**config.mk**
```make
export PLATFORM = sky130hd
export DESIGN_NAME = psns_emit
export DESIGN_NICKNAME = d
export VERILOG_FILES = /design/src/rtl/core/psns_pkg.sv /design/src/rtl/core/psns_emit.sv
export SDC_FILE = /design/constraint.sdc
export NUM_CORES = 1
export LEC_CHECK = 0
export BUFFER_PORTS_ARGS = -buffer_cell sky130_fd_sc_hd__buf_2
export CAP_MARGIN = 40
export CORE_MARGIN = 8
export CORE_UTILIZATION = 32
export DETAILED_ROUTE_END_ITERATION = 8
export GPL_TIMING_DRIVEN = 1
export PLACE_DENSITY_LB_ADDON = 0.3
export SYNTH_ARGS = -nofsm -noshare
export SYNTH_HDL_FRONTEND = slang
export SYNTH_SLANG_ARGS = --single-unit
```
**constraint.sdc**
```tcl
create_clock -name clk -period 5.45 [get_ports clk]
set_input_delay 0.8175 -clock clk [delete_from_list [all_inputs] [get_ports clk]]
set_output_delay 0.8175 -clock clk [all_outputs]
set_load 0.005 [all_outputs]
```
**src/rtl/core/psns_pkg.sv**
```systemverilog
// shared types and constants for the nearest-neighbor pixel scaler
package psns_pkg;

	localparam int unsigned PIX_W          = 24;
	localparam int unsigned FACTOR_W       = 7;
	localparam int unsigned STEP_W         = 16;
	localparam int unsigned ROWW_W         = 13;
	localparam int unsigned CFG_DATA_W     = 16;
	localparam int unsigned CFG_IDX_W      = 2;
	localparam int unsigned DEF_MAX_WIDTH  = 4096;
	localparam int unsigned DEF_MAX_FACTOR = 64;

	typedef enum logic [CFG_IDX_W-1:0] {
		REG_GROW_MODE   = 2'd0,
		REG_GROW_FACTOR = 2'd1,
		REG_DROP_STEP   = 2'd2,
		REG_ROW_WIDTH   = 2'd3
	} cfg_reg_t;

	typedef enum logic {
		REQ_PIXEL  = 1'b0,
		REQ_REPLAY = 1'b1
	} req_t;

	// one decided request on its way to the repeater
	typedef struct packed {
		logic [PIX_W-1:0]    pixel;
		logic [FACTOR_W-1:0] count;
		logic                ends_row;
		logic                err;
		logic                use_store;
	} job_t;

endpackage

```
**src/rtl/core/psns_emit.sv**
```systemverilog
// output repeater: sends one job's pixel count times
module psns_emit (
	input  logic                         clk,
	input  logic                         arst_n,
	input  logic                         job_valid,
	input  psns_pkg::job_t               job,
	input  logic [psns_pkg::PIX_W-1:0]   store_data,
	output logic                         job_take,
	output logic                         m_tvalid,
	input  logic                         m_tready,
	output logic [psns_pkg::PIX_W-1:0]   m_tdata,
	output logic                         m_tlast,
	output logic [1:0]                   m_tuser
);
	import psns_pkg::*;

	logic                valid_s2;
	logic [PIX_W-1:0]    pixel_s2;
	logic [FACTOR_W-1:0] rem_s2;
	logic                ends_row_s2;
	logic                err_s2;
	logic                fire, last;

	assign fire     = valid_s2 && m_tready;
	assign last     = (rem_s2 == FACTOR_W'(1));
	assign job_take = !valid_s2 || (fire && last);

	always_ff @(posedge clk or negedge arst_n) begin
		if (!arst_n) begin
			valid_s2 <= 1'b0;
		end else if (job_take) begin
			valid_s2 <= job_valid;
		end
	end

	always_ff @(posedge clk) begin
		if (job_take && job_valid) begin
			pixel_s2    <= job.use_store ? store_data : job.pixel;
			rem_s2      <= job.count;
			ends_row_s2 <= job.ends_row;
			err_s2      <= job.err;
		end else if (fire) begin
			rem_s2 <= rem_s2 - FACTOR_W'(1);
		end
	end

	assign m_tvalid = valid_s2;
	assign m_tdata  = pixel_s2;
	assign m_tlast  = last;
	assign m_tuser  = {err_s2, ends_row_s2 && last};

endmodule

```
== Yosys cells after proc, flatten, opt, wreduce, memory -nomap -nowiden ==
Cells that the tools add are included.

* $add $sub $neg: 1
* Equal/unequal tests: 1
* Multiplexer cells: 3
* Reduce and logical (&&, ||, !) cells: 7

{| class="wikitable"
|+ Operator list
! kind !! count
|-
| two-way mux 24 bit || 1
|-
| two-way mux 7 bit || 2
|-
| equality test 7 x 1 -> 1 bit, second input constant || 1
|-
| subtractor 7 x 1 -> 7 bit, second input constant || 1
|-
| logical AND 1 bit || 4
|-
| nonzero test 2 bit || 1
|-
| zero test 1 bit || 1
|-
| logical OR 1 bit || 1
|}

* Register bits: 34
* Input port bits: 62

== Longest topological paths before layout ==
* Depth after elaboration: 5
* Gate-level depth with buffers: 7
* Depth with buffers taken out: 6

== Least setup slack after synthesis ==
No wires, ideal clock.

* Path kind: register to output
* Start: register rem_s2[3]
* End: output job_take
* Arrival time: 1.343 ns
* Data required time: 4.633 ns
* Setup slack: 3.289 ns
* Cell stages (with the launch flop): 4
* Cell sequence: edfxtp_1 > or4_4 > nor2_1 > a21bo_2

* Cells in the longest elaborated chain, start to end: 3

{| class="wikitable"
|+ Ends and longest elaborated chain
! what !! RTL line !! RTL
|-
| from (decl) || psns_emit.sv:19 || <nowiki>logic [FACTOR_W-1:0] rem_s2;</nowiki>
|-
| from (signal assigned) || psns_emit.sv:39 || <nowiki>rem_s2 <= job.count;</nowiki>
|-
| from (signal assigned) || psns_emit.sv:43 || <nowiki>rem_s2 <= rem_s2 - FACTOR_W'(1);</nowiki>
|-
| equality test 7 x 1 -> 1 bit || psns_emit.sv:25 || <nowiki>assign last = (rem_s2 == FACTOR_W'(1));</nowiki>
|-
| named net m_tlast || psns_emit.sv:12 || <nowiki>output logic m_tlast,</nowiki>
|-
| logical AND 1 bit || psns_emit.sv:26 || <nowiki>assign job_take = !valid_s2 || (fire && last);</nowiki>
|-
| logical OR 1 bit || psns_emit.sv:26 ||
|-
| to (decl) || psns_emit.sv:8 || <nowiki>output logic job_take,</nowiki>
|}

The timed path passes the listed nets, and every way through them passes these cells.

== Worst setup path after layout ==
* Start: register rem_s2[3]
* End: output job_take

* Cells in the longest elaborated chain, start to end: 3

{| class="wikitable"
|+ Ends and longest elaborated chain
! what !! RTL line
|-
| equality test 7 x 1 -> 1 bit || psns_emit.sv:25
|-
| logical AND 1 bit || psns_emit.sv:26
|-
| logical OR 1 bit || psns_emit.sv:26
|}

No other way between the ends.

==> flow_summary.ini <==
[synthesis]
synth_top_area_share_pct = 63.4
synth_nets = 166
yosysWarnings = 0
ys_seq_area_share_pct = 65.0
async_reset_ff_share_pct = 2.94
netlist_instances = 102
synth-edff-count = 33
synth_flop_cell = edfxtp_1
synth_top_area_cell = edfxtp_1
synth_area_leaders = edfxtp_1 63%, mux2_2 17%, nand2_1 2.4%
synthTopCellsByCount = 33 x edfxtp_1, 24 x mux2_2, 10 x nand2_1, 7 x o21ai_0, 4 x xnor2_1
syn_area_per_cell_um2 = 15.3
synth.cell_area_um2 = 1560
ys_types = 21
yosys_register_bits = 34
yosysMostFrequentCell = edfxtp_1

[sta]
finalSetupTns_ns = 0
fin_ws_ns = 2.85
post-route-period-util_pct = 47.7
slew_headroom_pct = 65.9
drv_slew = 0
fmax_mhz = 385
whs_ns = 0.303
fin_crit_ns = 2.60
rsz0062_at_grt = false
finalClockSkew_ns = 0.00382
setup_viol = 0
tightestPinTransition_ns = 0.512
finalHoldViolCount = 0

[place]
dpl.hpwl_um = 2970
place.gp.congestion = 0.727
portBuffers = 90
dp_slack_ns = 3.13

[clock_tree]
clkSinkCount = 34
root_buffer = clkbuf_8
cts_max_level = 2
clk_latency_ns = 0.28
cts_tree = done
post_cts_hold_buffer_count = 0
cts_buffers = 5
cts_resized = 0
postCtsSetupRepairBufs = 0
clockBufferDepth = 2
cts.reportedPaths.clkPinSlew_ns = 0.07

[worst_setup_path]
crit_slowest_cell = or4_4
reg2reg_slack_ns = 3.30
r2r_end = rem_s2[2]
worstSetupStartpointType = flip-flop
rr_startpoint = rem_s2[3]
critical_path.cell_chain = or4_4 -> nor2_1 -> a21bo_2 -> buf_2
max_stage_delay_ns = 0.59
cp.arrival_ns = 1.78
reg2regPathDepth = 4
critPathCaptureType = output port
critical_path_required_ns = 4.63
crit_path_max_fanout = 4
critical_path_class = flip-flop to output port

[routing]
vias = 1133
routedWlPerCell_um = 14.4
dr.pass1.iters = 3
via_per_inst = 4.31
dr.first_iter.drc_count = 24
drtAntennaViolNets = 0
wirelength_um = 3790
drc = 0

[grt]
grt_max_degree = 41
use_met2_pct = 16.4
grt-ovfl-total = 0
first_global_vias = 1341
busiest_layer = met2
grt_use_met3_pct = 7.35
grt.total_usage_pct = 10.6
grt_util_met1_pct = 10.9
antenna_found_initial = 0
grt_pass1_wl_um = 6010

[hold_path]
hold_path.class = input port to async pin

[run_status]
status = complete, no violations

[finish]
area_growth_pct = 37.9
drive_gt1_share_pct = 63.8
layout.nets = 259
num_antenna_cells = 0

[pwr]
finalPower_uw = 542
p_leak_nw = 0.896
ir_worst_vdd_v = 0.000119
p_per_area_nw_per_um2 = 251

[floorplanning]
dieWidth_um = 85.9
die_h_um = 85.9
core.rowCount = 25
coreArea_um2 = 4720
pin_count = 91
initial_utilization_pct = 33.1
die-area_um2 = 7380

[run]
maxCapViolations = 0
-- metal layers --
metal	wire length, um	share of wire (%)
met1	1490	39
met2	1770	47
met3	496	13
met4	26	0.69
met5	0	0
-- area by class of cell --
cell class	instances	area, um2
repair buffers	91	458
flip-flops and latches	34	1020
fillers	447	2570
multi-input cells	60	507
well taps	67	83.8
clock inverters	2	8.76
inverters	3	11.3
clock buffers	6	72.6
-- critical path: cells and delay by family (launching register included) --
| family | cells | cell delay [ns] |
|---|---|---|
| compound gates | 1 | 0.17 |
| buf+inv | 1 | 0.11 |
| flops | 1 | 0.44 |
| simple gates | 2 | 0.79 |
-- sequential cells by signal, indices dropped and copies added (netlist names) --
name	flops
ends_row_s2	1
err_s2	1
m_tdata	24
m_tvalid	1
rem_s2	7
-- through the flow --
step	util [%]	area, um2	std cells
finish	45.7	2160	263
global route	45.7	2160	263
CTS	45.7	2160	263
detailed placement	43.9	2080	255
global placement	43.9	2080	255
floorplan	-	1560	102
-- placed cells by master, fill, tap and decap left out, types with 2 or more instances in the layout --
master    Yosys  routed
nor2_1        2       2
mux2_2       24      24
nand2b_1      3       3
o21ai_0       7       7
xnor2_1       4       4
clkbuf_8      0       5
ha_1          2       2
nand2_1      10      10
inv_1         3       3
edfxtp_1     33      33
buf_2         0      90
-- where the power goes --
group | switching (mW) | internal (mW)
Combinational | 0.0235 | 0.0383
Sequential | 0.00625 | 0.300
Clock | 0.0864 | 0.0878
-- logic make-up (layout without fill, tap and decap cells) --
family                     Yosys count  after routing  share of synthesized area (%)
xor gates and xnor gates             5              5                           2.80
AOI/OAI and AO/OA                    9              9                           4.24
DFF                                 34             34                           65.0
muxes                               24             24                           17.3
adders and majority gates            2              2                           1.60
and+or+nand+nor                     20             20                           6.48
buffers and inverters                8            102                           2.64
-- worst max path at each step --
stage               startpoint       end  slack (ns)
finish               rem_s2[3]  job_take        2.85
floorplan            rem_s2[3]  job_take        3.29
global placement     rem_s2[3]  job_take        3.20
detailed placement   rem_s2[3]  job_take        3.13
global route         rem_s2[3]  job_take        2.75
CTS                  rem_s2[3]  job_take        2.82
No activity file was read; power rests on OpenSTA's default activity.
